### src/rtl/tsl_pkg.sv
// Shared widths, register indexes and reset values for the tachometer shift light.
`default_nettype none

package tsl_pkg;

  // Field widths
  localparam int unsigned SCALE_W    = 10;  // rpm_per_spark
  localparam int unsigned RPM_W      = 16;  // rpm, interval and thresholds
  localparam int unsigned LED_N      = 4;   // LEDs on the bar graph
  localparam int unsigned CFG_IDX_W  = 3;
  localparam int unsigned CFG_DATA_W = 16;

  // Default spark counter width
  localparam int unsigned SPARK_COUNT_BITS_DFLT = 10;

  // Configuration register indexes
  typedef enum logic [CFG_IDX_W-1:0] {
    CFG_RPM_PER_SPARK   = 3'd0,
    CFG_UPDATE_INTERVAL = 3'd1,
    CFG_LED0_THRESHOLD  = 3'd2,
    CFG_LED1_THRESHOLD  = 3'd3,
    CFG_LED2_THRESHOLD  = 3'd4,
    CFG_LED3_THRESHOLD  = 3'd5,
    CFG_LIMITER_THRESH  = 3'd6
  } cfg_idx_e;

  // Register reset values
  localparam logic [SCALE_W-1:0] RST_RPM_PER_SPARK   = 10'd150;
  localparam logic [RPM_W-1:0]   RST_UPDATE_INTERVAL = 16'd200;
  localparam logic [RPM_W-1:0]   RST_LED0_THRESHOLD  = 16'd4000;
  localparam logic [RPM_W-1:0]   RST_LED1_THRESHOLD  = 16'd4500;
  localparam logic [RPM_W-1:0]   RST_LED2_THRESHOLD  = 16'd5000;
  localparam logic [RPM_W-1:0]   RST_LED3_THRESHOLD  = 16'd5500;
  localparam logic [RPM_W-1:0]   RST_LIMITER_THRESH  = 16'd5800;

endpackage

`default_nettype wire

### src/rtl/tsl_if.sv
// Handshake channel interfaces: input items, result items and configuration writes.
`default_nettype none

interface tsl_in_if;
  logic valid;
  logic ready;
  logic ms_tick;
  logic spark_fire;

  modport source (output valid, output ms_tick, output spark_fire, input ready);
  modport sink   (input valid, input ms_tick, input spark_fire, output ready);
endinterface

interface tsl_out_if;
  logic                                   valid;
  logic                                   ready;
  logic [tsl_pkg::LED_N-1:0]              led_pattern;
  logic [tsl_pkg::RPM_W-1:0]              rpm_averaged;
  logic                                   limiter_active;

  modport source (output valid, output led_pattern, output rpm_averaged,
                  output limiter_active, input ready);
  modport sink   (input valid, input led_pattern, input rpm_averaged,
                  input limiter_active, output ready);
endinterface

interface tsl_cfg_if;
  logic                            valid;
  logic                            ready;
  logic [tsl_pkg::CFG_IDX_W-1:0]   index;
  logic [tsl_pkg::CFG_DATA_W-1:0]  data;

  modport source (output valid, output index, output data, input ready);
  modport sink   (input valid, input index, input data, output ready);
endinterface

`default_nettype wire

### src/rtl/tachometer_shift_light_top.sv
// Tachometer shift light: spark counting, interval timing and the LED bar graph.
`default_nettype none

// Each input transaction carries a millisecond tick and a spark edge flag; one
// is taken every cycle while the result side keeps up. Sparks are counted
// (saturating at the counter's maximum) and ticks advance an elapsed counter.
// The tick that takes the counter past update_interval_ms closes the interval
// (a spark in that same transaction still counts) and yields one result
// transaction; all other input transactions yield none. A result reaches out_o
// through the product register and then the output register. The product register
// takes spark_count * rpm_per_spark; the output stage then saturates it
// to 16 bits, averages it with the previous raw rpm and runs the threshold
// compares into the output register. Above limiter_threshold all four LEDs
// blink together, lit on the first such update; otherwise LED i lights when
// the average exceeds its threshold. in_i.ready falls only while both the
// product register and the output register hold results waiting on out_o.
// Configuration writes are always taken and must be made while the block is
// idle; indexes beyond the register list are ignored.

module tachometer_shift_light_top #(
  parameter int unsigned SPARK_COUNT_BITS = tsl_pkg::SPARK_COUNT_BITS_DFLT
) (
  input  wire         clk_i,
  input  wire         rst_ni,
  tsl_in_if.sink      in_i,
  tsl_out_if.source   out_o,
  tsl_cfg_if.sink     cfg_i
);

  localparam int unsigned PROD_W = SPARK_COUNT_BITS + tsl_pkg::SCALE_W;
  localparam int unsigned RPM_W  = tsl_pkg::RPM_W;
  localparam int unsigned LED_N  = tsl_pkg::LED_N;
  localparam logic [SPARK_COUNT_BITS-1:0] SparkMax = {SPARK_COUNT_BITS{1'b1}};

  // ---------------------------------------------------------------------------
  // Configuration registers
  // ---------------------------------------------------------------------------
  logic [tsl_pkg::SCALE_W-1:0] scale_q;
  logic [RPM_W-1:0]            interval_q;
  logic [RPM_W-1:0]            led_thr_q [LED_N];
  logic [RPM_W-1:0]            limit_thr_q;

  assign cfg_i.ready = 1'b1;

  always_ff @(posedge clk_i or negedge rst_ni) begin
    if (!rst_ni) begin
      scale_q      <= tsl_pkg::RST_RPM_PER_SPARK;
      interval_q   <= tsl_pkg::RST_UPDATE_INTERVAL;
      led_thr_q[0] <= tsl_pkg::RST_LED0_THRESHOLD;
      led_thr_q[1] <= tsl_pkg::RST_LED1_THRESHOLD;
      led_thr_q[2] <= tsl_pkg::RST_LED2_THRESHOLD;
      led_thr_q[3] <= tsl_pkg::RST_LED3_THRESHOLD;
      limit_thr_q  <= tsl_pkg::RST_LIMITER_THRESH;
    end else if (cfg_i.valid) begin
      case (tsl_pkg::cfg_idx_e'(cfg_i.index))
        tsl_pkg::CFG_RPM_PER_SPARK:   scale_q      <= cfg_i.data[tsl_pkg::SCALE_W-1:0];
        tsl_pkg::CFG_UPDATE_INTERVAL: interval_q   <= cfg_i.data;
        tsl_pkg::CFG_LED0_THRESHOLD:  led_thr_q[0] <= cfg_i.data;
        tsl_pkg::CFG_LED1_THRESHOLD:  led_thr_q[1] <= cfg_i.data;
        tsl_pkg::CFG_LED2_THRESHOLD:  led_thr_q[2] <= cfg_i.data;
        tsl_pkg::CFG_LED3_THRESHOLD:  led_thr_q[3] <= cfg_i.data;
        tsl_pkg::CFG_LIMITER_THRESH:  limit_thr_q  <= cfg_i.data;
        default: ;
      endcase
    end
  end

  // ---------------------------------------------------------------------------
  // Handshake: product stage and output register
  // ---------------------------------------------------------------------------
  logic prod_vld_q;
  logic out_vld_q;
  logic out_take;   // output register can load this cycle
  logic prod_move;  // product stage hands over to the output register
  logic in_acc;

  assign out_take   = !out_vld_q || out_o.ready;
  assign prod_move  = prod_vld_q && out_take;
  assign in_i.ready = !prod_vld_q || out_take;
  assign in_acc     = in_i.valid && in_i.ready;

  // ---------------------------------------------------------------------------
  // Stage 1: spark count, elapsed time, product
  // ---------------------------------------------------------------------------
  logic [SPARK_COUNT_BITS-1:0] spark_cnt_q, spark_cnt_d, spark_upd;
  logic [RPM_W-1:0]            elapsed_q, elapsed_d;
  logic [RPM_W:0]              elapsed_inc;
  logic                        close_int;
  logic [PROD_W-1:0]           prod_q;

  always_comb begin
    spark_upd = spark_cnt_q;
    if (in_i.spark_fire && (spark_cnt_q != SparkMax)) begin
      spark_upd = spark_cnt_q + 1'b1;
    end
    elapsed_inc = {1'b0, elapsed_q} + 1'b1;
    close_int   = in_i.ms_tick && (elapsed_inc > {1'b0, interval_q});

    spark_cnt_d = spark_upd;
    elapsed_d   = elapsed_q;
    if (in_i.ms_tick) begin
      if (close_int) begin
        spark_cnt_d = '0;
        elapsed_d   = '0;
      end else begin
        elapsed_d = elapsed_inc[RPM_W-1:0];
      end
    end
  end

  always_ff @(posedge clk_i or negedge rst_ni) begin
    if (!rst_ni) begin
      spark_cnt_q <= '0;
      elapsed_q   <= '0;
      prod_vld_q  <= 1'b0;
    end else begin
      if (in_acc) begin
        spark_cnt_q <= spark_cnt_d;
        elapsed_q   <= elapsed_d;
      end
      if (in_acc && close_int) begin
        prod_vld_q <= 1'b1;
      end else if (prod_move) begin
        prod_vld_q <= 1'b0;
      end
    end
  end

  // Product register, no reset
  always_ff @(posedge clk_i) begin
    if (in_acc && close_int) begin
      prod_q <= PROD_W'(spark_upd) * PROD_W'(scale_q);
    end
  end

  // ---------------------------------------------------------------------------
  // Stage 2: saturate, average, compare
  // ---------------------------------------------------------------------------
  logic [RPM_W-1:0] rpm_raw;
  logic [RPM_W:0]   rpm_sum;
  logic [RPM_W-1:0] rpm_avg;
  logic             limit_hit;
  logic [LED_N-1:0] pattern;
  logic [RPM_W-1:0] prev_rpm_q;
  logic             blink_q;

  logic [LED_N-1:0] led_q;
  logic [RPM_W-1:0] avg_q;
  logic             limit_q;

  always_comb begin
    rpm_raw   = (|prod_q[PROD_W-1:RPM_W]) ? {RPM_W{1'b1}} : prod_q[RPM_W-1:0];
    rpm_sum   = {1'b0, rpm_raw} + {1'b0, prev_rpm_q};
    rpm_avg   = rpm_sum[RPM_W:1];
    limit_hit = rpm_avg > limit_thr_q;
    for (int i = 0; i < LED_N; i++) begin
      pattern[i] = rpm_avg > led_thr_q[i];
    end
    if (limit_hit) begin
      pattern = blink_q ? '0 : {LED_N{1'b1}};
    end
  end

  always_ff @(posedge clk_i or negedge rst_ni) begin
    if (!rst_ni) begin
      prev_rpm_q <= '0;
      blink_q    <= 1'b0;
      out_vld_q  <= 1'b0;
    end else begin
      if (prod_move) begin
        prev_rpm_q <= rpm_raw;
        if (limit_hit) begin
          blink_q <= !blink_q;
        end
        out_vld_q <= 1'b1;
      end else if (out_o.ready) begin
        out_vld_q <= 1'b0;
      end
    end
  end

  // Result payload, no reset
  always_ff @(posedge clk_i) begin
    if (prod_move) begin
      led_q   <= pattern;
      avg_q   <= rpm_avg;
      limit_q <= limit_hit;
    end
  end

  assign out_o.valid          = out_vld_q;
  assign out_o.led_pattern    = led_q;
  assign out_o.rpm_averaged   = avg_q;
  assign out_o.limiter_active = limit_q;

endmodule

`default_nettype wire

### src/flat_wrapper.sv
// flat-port wrapper written by rule: the top's interface ports become plain ports
module tachometer_shift_light_top_flat 
#(
  parameter int unsigned SPARK_COUNT_BITS = tsl_pkg::SPARK_COUNT_BITS_DFLT
)
  (clk_i, rst_ni, in_i_valid, in_i_ms_tick, in_i_spark_fire, in_i_ready, out_o_valid, out_o_led_pattern, out_o_rpm_averaged, out_o_limiter_active, out_o_ready, cfg_i_valid, cfg_i_index, cfg_i_data, cfg_i_ready);
  tsl_in_if in_i_i ();
  tsl_out_if out_o_i ();
  tsl_cfg_if cfg_i_i ();
  input  wire clk_i;
  input  wire rst_ni;
  input wire logic [$bits(in_i_i.valid)-1:0] in_i_valid;
  input wire logic [$bits(in_i_i.ms_tick)-1:0] in_i_ms_tick;
  input wire logic [$bits(in_i_i.spark_fire)-1:0] in_i_spark_fire;
  output wire logic [$bits(in_i_i.ready)-1:0] in_i_ready;
  output wire logic [$bits(out_o_i.valid)-1:0] out_o_valid;
  output wire logic [$bits(out_o_i.led_pattern)-1:0] out_o_led_pattern;
  output wire logic [$bits(out_o_i.rpm_averaged)-1:0] out_o_rpm_averaged;
  output wire logic [$bits(out_o_i.limiter_active)-1:0] out_o_limiter_active;
  input wire logic [$bits(out_o_i.ready)-1:0] out_o_ready;
  input wire logic [$bits(cfg_i_i.valid)-1:0] cfg_i_valid;
  input wire logic [$bits(cfg_i_i.index)-1:0] cfg_i_index;
  input wire logic [$bits(cfg_i_i.data)-1:0] cfg_i_data;
  output wire logic [$bits(cfg_i_i.ready)-1:0] cfg_i_ready;
  assign in_i_i.valid = in_i_valid;
  assign in_i_i.ms_tick = in_i_ms_tick;
  assign in_i_i.spark_fire = in_i_spark_fire;
  assign in_i_ready = in_i_i.ready;
  assign out_o_valid = out_o_i.valid;
  assign out_o_led_pattern = out_o_i.led_pattern;
  assign out_o_rpm_averaged = out_o_i.rpm_averaged;
  assign out_o_limiter_active = out_o_i.limiter_active;
  assign out_o_i.ready = out_o_ready;
  assign cfg_i_i.valid = cfg_i_valid;
  assign cfg_i_i.index = cfg_i_index;
  assign cfg_i_i.data = cfg_i_data;
  assign cfg_i_ready = cfg_i_i.ready;
  tachometer_shift_light_top #(.SPARK_COUNT_BITS(SPARK_COUNT_BITS)) u_core (.clk_i(clk_i), .rst_ni(rst_ni), .in_i(in_i_i), .out_o(out_o_i), .cfg_i(cfg_i_i));
endmodule
### config.mk
export PLATFORM = sky130hd
export DESIGN_NAME = tachometer_shift_light_top_flat
export DESIGN_NICKNAME = d
export VERILOG_FILES = /design/src/rtl/tsl_pkg.sv /design/src/rtl/tsl_if.sv /design/src/rtl/tachometer_shift_light_top.sv /design/src/flat_wrapper.sv
export SDC_FILE = /design/constraint.sdc
export NUM_CORES = 1
export LEC_CHECK = 0
export BUFFER_PORTS_ARGS = -buffer_cell sky130_fd_sc_hd__clkbuf_2
export CAP_MARGIN = 10
export CORE_ASPECT_RATIO = 0.75
export CORE_MARGIN = 3
export CORE_UTILIZATION = 40
export CTS_CLUSTER_SIZE = 10
export DETAILED_ROUTE_END_ITERATION = 10
export PLACE_DENSITY = 0.61
export SLEW_MARGIN = 20
export SYNTH_ARGS = -nofsm -noshare
export SYNTH_HDL_FRONTEND = slang
export SYNTH_SLANG_ARGS = --single-unit
### constraint.sdc
create_clock -name clk_i -period 6.3 [get_ports clk_i]
set_clock_uncertainty 0.2 [all_clocks]
set_input_delay 0.315 -clock clk_i [delete_from_list [all_inputs] [get_ports clk_i]]
set_output_delay 0.315 -clock clk_i [all_outputs]
set_load 0.02 [all_outputs]
==> results of run 1 <==
==> repair_timing <==
| action | 4_1_cts | 5_1_grt |
|---|---|---|
| endpoints found under the setup margin | 2 | 8 |
| resized for setup | 3 | 43 |
| hold buffers | 7 | 0 |
| buffers inserted | 0 | 5 |
| endpoints found under the hold margin | 76 | 0 |
| pin swaps | 1 | 9 |
==> synthesized netlist by cell type (20+ instances only) <==
| cell type | count | area [um2] |
|---|---|---|
| inv_1 | 169 | 634 |
| ha_1 | 168 | 2100 |
| nand2_1 | 144 | 541 |
| dfrtp_1 | 114 | 2850 |
| o21ai_0 | 82 | 410 |
| mux2_2 | 77 | 867 |
| fa_1 | 63 | 1260 |
| a21oi_1 | 55 | 275 |
| and2_1 | 50 | 313 |
| edfxtp_1 | 41 | 1230 |
| nor2_1 | 40 | 150 |
| dfstp_2 | 37 | 972 |
| clkbuf_1 | 34 | 128 |
| nand2b_1 | 31 | 194 |
| nor2b_1 | 30 | 188 |
| xnor2_1 | 29 | 254 |
| a21o_1 | 27 | 203 |
| xor2_1 | 26 | 228 |
| and3_1 | 21 | 131 |
| nand4_1 | 21 | 131 |
| nand3_1 | 20 | 100 |
==> flip-flops by register name, indices dropped and copies added (netlist names) <==
signal,flops
u_core.blink_q,1
u_core.elapsed_q,16
u_core.interval_q,16
u_core.led_thr_q,64
u_core.limit_thr_q,16
u_core.out_o.led_pattern,4
u_core.out_o.limiter_active,1
u_core.out_o.rpm_averaged,16
u_core.out_o.valid,1
u_core.prev_rpm_q,16
u_core.prod_q,20
u_core.prod_vld_q,1
u_core.scale_q,10
u_core.spark_cnt_q,10
==> metal layers <==
| layer | GRT usage, % | share of wire, % | wire, um |
|---|---|---|---|
| met3 | 2.91 | 4.0 | 1290 |
| met2 | 25.7 | 41 | 13500 |
| met1 | 27.9 | 53 | 17400 |
| met4 | 4.17 | 1.5 | 474 |
| met5 | 0 | 0 | 0 |
==> stage by stage <==
stage	hold slack [ps]	TNS, ps
floorplan	-181	0
global placement	231	0
detailed placement	236	-118
CTS	3.94	0
global route	51.3	-45.7
finish	42.0	0
==> final cells by class <==
cell class | count | area, um2
repair buffers | 105 | 699
clock buffers | 24 | 452
well taps | 450 | 563
clock inverters | 8 | 110
inverters | 169 | 634
multi-input cells | 999 | 8550
fillers | 3209 | 18100
flip-flops and latches | 192 | 5060
==> report_power, final <==
part	internal, mW	total [mW]	switching (mW)
Sequential	1.60	1.74	0.143
Combinational	1.62	3.66	2.04
Clock	0.590	1.08	0.489
Total	3.81	6.48	2.67
==> logic make-up after synthesis <==
logic type / after synthesis
flip-flops: 192
XOR/XNOR: 55
multiplexers: 82
other: 1
AND/OR/NAND/NOR: 394
AO/OA/AOI/OAI: 236
buffers and inverters: 210
adder cells (fa/ha/maj): 231
==> final timing paths <==
check / from / endpoint / cells past startpoint
worst max register to register: u_core.spark_cnt_q[4] / u_core.prod_q[19] / 22
worst min register to register: u_core.prod_vld_q / u_core.out_o.valid / 1
max in group asynchronous: rst_ni / u_core.spark_cnt_q[1] / 3
worst max-delay path: u_core.spark_cnt_q[4] / u_core.prod_q[19] / 22
worst min-delay path: cfg_i_data[6] / u_core.interval_q[6] / 3
min in group asynchronous: rst_ni / u_core.led_thr_q[30] / 2
==> tightest hold or removal path, cell delays in order <==
cell	delay (ps)
clkbuf_2	190
nand2_1	90
o21ai_0	70
==> results.yml, run 1 <==
hold_path:
  holdCritPathClass: "input port to flip-flop"
floorplanning:
  die_x_um: 223
  io_pins: 50
  die_h_um: 169
  fp.coreArea_mm2: 0.0342
  die_area_mm2: 0.0377
  rows: 58
  start_util_pct: 41.4
cells_and_area:
  num-nets-final: 1741
  layout_commonest_cell: "inv_1"
  stdcell_count: 1947
  area_growth_pct: 13.5
  finish.utilization_pct: 47.0
  diodes: 0
  final_cell_mix: "inv_1 (169), ha_1 (166), nand2_1 (142)"
  fin_area_mm2: 0.0161
  drive_above_1_share_pct: 18.7
routing:
  drc_errors: 0
  drt_wl_total_mm: 32.6
  final_antenna_net_count: 0
  drtPass1Iterations: 5
  wire_per_inst_um: 16.8
  detail_route.iter0.violations: 569
  avgViaCountPerCell: 5.22
  vias: 10159
setup_path:
  crit_family: "adder cells"
  worst-path-buf-inv: 6
  start_kind: "flip-flop"
  crit_arrival_ps: 6060
  worstSetupPathType: "flip-flop to flip-flop"
  path_cells: "buf_4, nand4_1, nor2_2, and3_4, xor2_2, buf_4, nand2_1, fa_1, inv_1, fa_1, fa_1, fa_1, inv_1, fa_1, inv_1, ha_1, buf_4, a221o_1, a31oi_4, a21oi_2, o31ai_2, xnor2_1"
  worstPathMaxFanout: 5
  cp_slowest_cell: "fa_1"
  path_common_cell: "fa_1"
  cp-end-kind: "flip-flop"
  cp.required_ps: 6290
  slowest_delay_ps: 540
  reg2reg_setup_slack_ps: 230
logic_synthesis:
  ys_async_sr_fraction_pct: 78.6
  seq_area_frac_synth_pct: 35.7
  synth_compound_area_share_pct: 10.5
  synthMuxAreaShare_pct: 6.48
  syn-num-nets: 1658
  ys_ff_latch: 192
  synth.distinct_cells: 63
  yosysWarnings: 0
  synthAdderAreaFrac_pct: 23.8
  syn_area_mm2: 0.0142
  netlist_instances: 1401
  ys.flop_type: "dfrtp_1"
  synth-edff-count: 41
  yosys.area_share.xor_xnor_pct: 3.40
  synth_top_family_by_area: "adder cells"
  synth-simple-area-share_pct: 14.4
  synth_area_per_cell_um2: 10.1
power:
  vdd_ir_drop_max_v: 0.000381
  powerDensity_mw_per_mm2: 403
  finalPower_mw: 6.48
  p_leak_nw: 7.66
timing:
  fmax_ghz: 0.165
  finalSetupViolations: 0
  hold_viol_final: 0
  slew_violations: 0
  finalWorstPathRequiredPeriod_ps: 6070
  fin_crit_sh_pct: 96.3
  maxSlewHeadroom_pct: 28.9
  worstMarginPinSlew_ps: 1070
  setup_slack_ps: 232
place:
  dpl_cell_area_mm2: 0.0152
  dp.cells: 1903
  place_hpwl_mm: 24.9
  post-place-ws_ps: -81.4
  place_congestion: 0.850
  portBuffers: 48
status:
  outcome: "completed"
clock_network:
  cts_buffers: 17
  clockRootBuffer: "clkbuf_16"
  htree_levels: 4
  clkLatencyLatePin_ps: 440
  clockBufferDepth: 2
  cts_tree: "built"
  clk_pin_slew_ps: 70
  cts.sinks: 192
global_route:
  groute.usage.overall_pct: 17.9
  antenna_found_initial: 0
  gr-total-overflow: 0
  grt_max_degree: 83
  grt_pass1_vias: 10103
  grt_pass1_wl_mm: 53.8
run:
  maxCapViolCount: 0
(Power assumes the default switching activity.)
==> inputs of run 2 (changes only) <==
Settings changed: CELL_PAD_IN_SITES_DETAIL_PLACEMENT from default to 0, CELL_PAD_IN_SITES_GLOBAL_PLACEMENT from default to 1, GPL_TIMING_DRIVEN from default to 0, PLACE_DENSITY 0.61 to 0.72.
==> results.yml, run 2 (same netlist as run 1, synthesis figures left out) <==
status:
  outcome: "completed"
routing:
  vias: 10273
  final_antenna_net_count: 0
  detail_route.iter0.violations: 588
  drt_wl_total_mm: 34.4
  avgViaCountPerCell: 5.23
  drtPass1Iterations: 6
  wire_per_inst_um: 17.5
  drc_errors: 0
place:
  place_hpwl_mm: 25.3
  place_congestion: 0.827
  portBuffers: 46
  dp.cells: 1899
power:
  powerDensity_mw_per_mm2: 403
  p_leak_nw: 7.70
  vdd_ir_drop_max_v: 0.000317
  finalPower_mw: 6.59
timing:
  finalWorstPathRequiredPeriod_ps: 6090
  worstMarginPinSlew_ps: 1130
  fin_crit_sh_pct: 96.7
  fin_tns_setup_ps: 0
  hold_viol_final: 0
  fmax_ghz: 0.164
  slew_violations: 0
  finalSetupViolations: 0
  rsz0062_at_grt: "yes"
  maxSlewHeadroom_pct: 24.2
floorplanning:
  io_pins: 50
  die_h_um: 169
  start_util_pct: 41.4
  die_area_mm2: 0.0377
  die_x_um: 223
  fp.coreArea_mm2: 0.0342
  rows: 58
cells_and_area:
  layout_commonest_cell: "inv_1"
  largest_reg_flops: 64
  area_growth_pct: 15.6
  top_register: "u_core.led_thr_q"
  largestRegisters: "u_core.led_thr_q (64), u_core.prod_q (20)"
  final_cell_mix: "inv_1 (168), ha_1 (162), nand2_1 (138)"
  stdcell_count: 1966
  finish.utilization_pct: 47.8
  diodes: 0
  num-nets-final: 1760
  drive_above_1_share_pct: 20.0
setup_path:
  r2r-start: "u_core.spark_cnt_q[2]"
  cp.required_ps: 6290
  worstReg2RegEnd: "u_core.prod_q[19]"
  startpoint: "u_core.spark_cnt_q[2]"
  path_common_cell: "inv_1"
  slowest_delay_ps: 530
  worstSetupPathType: "flip-flop to flip-flop"
  cp-end-kind: "flip-flop"
  path_cells: "and4_4, nand2_4, nand3_4, nor2_4, xor2_4, nand2_2, fa_1, inv_1, ha_1, inv_1, fa_1, inv_1, fa_1, inv_1, fa_1, inv_1, ha_4, a21o_1, a221o_1, a31oi_4, a21oi_4, o31ai_2, xnor2_1"
  reg2reg_setup_slack_ps: 210
  cp_slowest_cell: "fa_1"
  worstPathMaxFanout: 6
  reg2regPathDepth: 23
  start_kind: "flip-flop"
  worstSetupEndpoint: "u_core.prod_q[19]"
  crit_arrival_ps: 6080
clock_network:
  clkLatencyLatePin_ps: 450
  clockRootBuffer: "clkbuf_16"
  clockBufferDepth: 2
  clk_pin_slew_ps: 70
  htree_levels: 4
  cts.sinks: 192
  cts_tree: "built"
  cts_buffers: 17
global_route:
  gr-total-overflow: 0
  groute.usage.overall_pct: 18.9
  grt_max_degree: 77
  grt_pass1_vias: 10361
  grt_pass1_wl_mm: 56.2
  antenna_found_initial: 1
run:
  maxCapViolCount: 0
hold_path:
  holdCritPathClass: "input port to flip-flop"
==> run 2: changes by cell type in the layout (fill, tap and decap cells not counted), moves of 5 or more <==
| cell | change |
|---|---|
| dfrtp_2 | +7 |
| clkbuf_1 | +25 |
| xor2_1 | -6 |
| buf_4 | -14 |
| dfrtp_1 | -7 |
| xor2_4 | +5 |
==> run 2: timing repair <==
item,in CTS,in global routing
pin swaps,9,34
hold buffers,4,0
endpoints found under the setup margin,15,13
cloned,0,1
gates resized for setup,55,36
endpoints found under the hold margin,64,0
setup buffers,19,14
==> run 2: final cells by class <==
type / instances / area, um2
fillers: 3176 / 17800
flip-flops and latches: 192 / 5070
multi-input cells: 1000 / 8800
inverters: 169 / 634
well taps: 450 / 563
clock inverters: 12 / 105
plain buffers: 38 / 171
clock buffers: 20 / 437
repair buffers: 85 / 574
==> run 2: how the worst min path moves through the flow <==
stage	startpoint	to	slack, ps	depth (start not counted)
floorplan	rst_ni	u_core.blink_q	-180	0
finish	cfg_i_data[10]	u_core.led_thr_q[58]	30	3
detailed placement	rst_ni	u_core.led_thr_q[30]	200	1
CTS	cfg_i_data[7]	u_core.led_thr_q[55]	3	3
global placement	u_core.prod_vld_q	u_core.out_o.valid	270	1
global route	cfg_i_data[7]	u_core.led_thr_q[23]	40	3
==> run 2: metrics by stage <==
stage,area (um2),hold WS (ps),setup WS [ps]
6_report,16400,29.3,210
3_5_place_dp,15000,199,-882
5_1_grt,16400,43.2,-49.6
2_1_floorplan,14200,-181,32.9
4_1_cts,16100,2.63,-36.5
3_3_place_gp,15000,266,-1550
==> run 2: critical path, delay by kind of cell (launching register included) <==
kind / cells / cell delay, ps
buffers and inverters: 5 / 280
flip-flops: 1 / 430
AO/OA/AOI/OAI: 5 / 1120
adder cells (fa/ha/maj): 6 / 2610
AND/OR/NAND/NOR: 5 / 780
XOR/XNOR: 2 / 420
==> run 2: where the power goes <==
part | switching [mW] | internal [mW] | leakage (nW)
logic | 2.17 | 1.68 | 5.26
registers | 0.0915 | 1.60 | 2.17
clock network | 0.497 | 0.547 | 0.267
total | 2.76 | 3.83 | 7.70
==> run 2: layer usage <==
layer | routed length, um | GRT usage [%] | share of wire (%)
met1 | 17700 | 28.8 | 52
met2 | 14600 | 27.8 | 42
met3 | 1600 | 3.42 | 4.7
met4 | 476 | 4.25 | 1.4
met5 | 0 | 0 | 0
==> inputs of run 3 (changes only) <==
Settings changed: MAX_ROUTING_LAYER from default to met4, PLACE_DENSITY 0.72 to 0.7.
Clock period 6.3 ns to 6.8 ns, I/O delays scaled along.
==> results.yml, run 3 (same netlist as run 1, synthesis figures left out) <==
clock_network:
  htree_levels: 4
  clockRootBuffer: "clkbuf_16"
  clkLatencyLatePin_ps: 450
  cts.sinks: 192
  clk_pin_slew_ps: 70
  cts_tree: "built"
  cts_buffers: 17
  clockBufferDepth: 2
cells_and_area:
  diodes: 0
  top_register: "u_core.led_thr_q"
  finish.utilization_pct: 46.7
  drive_above_1_share_pct: 16.9
  num-nets-final: 1745
  largestRegisters: "u_core.led_thr_q (64), u_core.prod_q (20)"
  final_cell_mix: "inv_1 (169), ha_1 (167), nand2_1 (143)"
  area_growth_pct: 12.9
  largest_reg_flops: 64
  layout_commonest_cell: "inv_1"
timing:
  finalWorstPathRequiredPeriod_ps: 6540
  setup_slack_ps: 259
  fmax_ghz: 0.153
  finalSetupViolations: 0
  holdWs_ps: 60.3
  fin_crit_sh_pct: 96.2
  fin_tns_setup_ps: 0
  hold_viol_final: 0
  worstMarginPinSlew_ps: 1110
  slew_violations: 0
  maxSlewHeadroom_pct: 25.6
global_route:
  antenna_found_initial: 0
  grt_pass1_wl_mm: 55.5
  gr-total-overflow: 0
  grt_pass1_vias: 10200
  groute.usage.overall_pct: 19.2
  grt_max_degree: 81
floorplanning:
  rows: 58
  io_pins: 50
  start_util_pct: 41.4
  die_area_mm2: 0.0377
  die_x_um: 223
  die_h_um: 169
  fp.coreArea_mm2: 0.0342
routing:
  final_antenna_net_count: 0
  avgViaCountPerCell: 5.25
  drc_errors: 0
  drt_wl_total_mm: 33.7
  detail_route.iter0.violations: 622
  drtPass1Iterations: 5
  wire_per_inst_um: 17.3
  vias: 10233
run:
  maxCapViolCount: 0
hold_path:
  min_from: "cfg_i_data[11]"
  holdCritPathClass: "input port to flip-flop"
setup_path:
  worstPathMaxFanout: 10
  start_kind: "flip-flop"
  cp.required_ps: 6790
  crit_arrival_ps: 6530
  cp-end-kind: "flip-flop"
  worstSetupPathType: "flip-flop to flip-flop"
  r2r-start: "u_core.spark_cnt_q[0]"
  startpoint: "u_core.spark_cnt_q[0]"
power:
  powerDensity_mw_per_mm2: 358
  finalPower_mw: 5.72
  vdd_ir_drop_max_v: 0.000320
  p_leak_nw: 7.58
place:
  place_hpwl_mm: 25.6
  place_congestion: 0.863
  portBuffers: 46
  post-place-ws_ps: -547
status:
  outcome: "completed"
[run 3: cell count changes in the layout (fill, tap and decap cells not counted), sizes merged]
| cell | delta |
|---|---|
| clkinv | +4 |
| buf | -13 |
| dlygate4sd3 | -1 |
| xor2 | -1 |
| inv | -3 |
| bufinv | -1 |
[run 3: layout make-up]
| type | count | area (um2) |
|---|---|---|
| multi-input combinational | 999 | 8550 |
| clock buffer | 20 | 437 |
| fill | 3250 | 18200 |
| timing repair buffer | 70 | 483 |
| sequential | 192 | 5060 |
| inverter | 169 | 634 |
| clock inverter | 12 | 67.6 |
| buffer | 39 | 169 |
| tap | 450 | 563 |
[run 3: power breakdown]
| group | switching, mW | internal, mW | total, mW | leakage, nW |
|---|---|---|---|---|
| clock | 0.457 | 0.462 | 0.920 | 0.246 |
| sequential | 0.0903 | 1.48 | 1.57 | 2.17 |
| combinational | 1.88 | 1.35 | 3.23 | 5.16 |
[run 3: worst max-delay path, cell delays in order, from the launching register on]
cell     delay, ps
dfrtp_2        460
ha_2           270
nand3_2        170
and3_1         290
xor2_4         220
and2_1         210
fa_1           530
inv_1           50
fa_1           480
inv_1           60
fa_1           500
fa_1           540
inv_1           50
fa_1           530
inv_1           40
ha_1           370
and3_1         220
a221o_1        340
a31oi_4        220
a21oi_2        140
o31ai_2        270
xnor2_1        130
[run 3: per-stage QoR]
step           std cells  instance area (um2)
2_1_floorplan       1401                14200
3_3_place_gp        1897                14900
3_5_place_dp        1901                15000
4_1_cts             1934                15700
5_1_grt             1951                16000
6_report            1951                16000
[run 3: final timing paths]
check,end,slack (ps),cells after the start
worst max register to register,u_core.prod_q[19],260,21
worst min-delay path,u_core.led_thr_q[59],60,3
max in group asynchronous,u_core.scale_q[1],5250,3
worst max-delay path,u_core.prod_q[19],260,21
worst min register to register,u_core.out_o.valid,290,1
min in group asynchronous,u_core.led_thr_q[45],280,2
[run 3: routing by layer]
layer  part of all wire (%)  GRT usage, %  vias to the layer above
li1                       -             -                     4968
met1                     54          28.8                     5080
met2                     42          26.8                      146
met3                    3.0          3.19                       39
met4                    1.9          4.72                        0
met5                      0             -                        -
[run 3: repair_timing]
item / CTS / global route
endpoints found under the hold margin: 61 / 0
hold buffers: 3 / 0
setup buffers: 0 / 17
gates resized for setup: 31 / 17
setup endpoints to repair: 8 / 8
pin swaps: 0 / 5
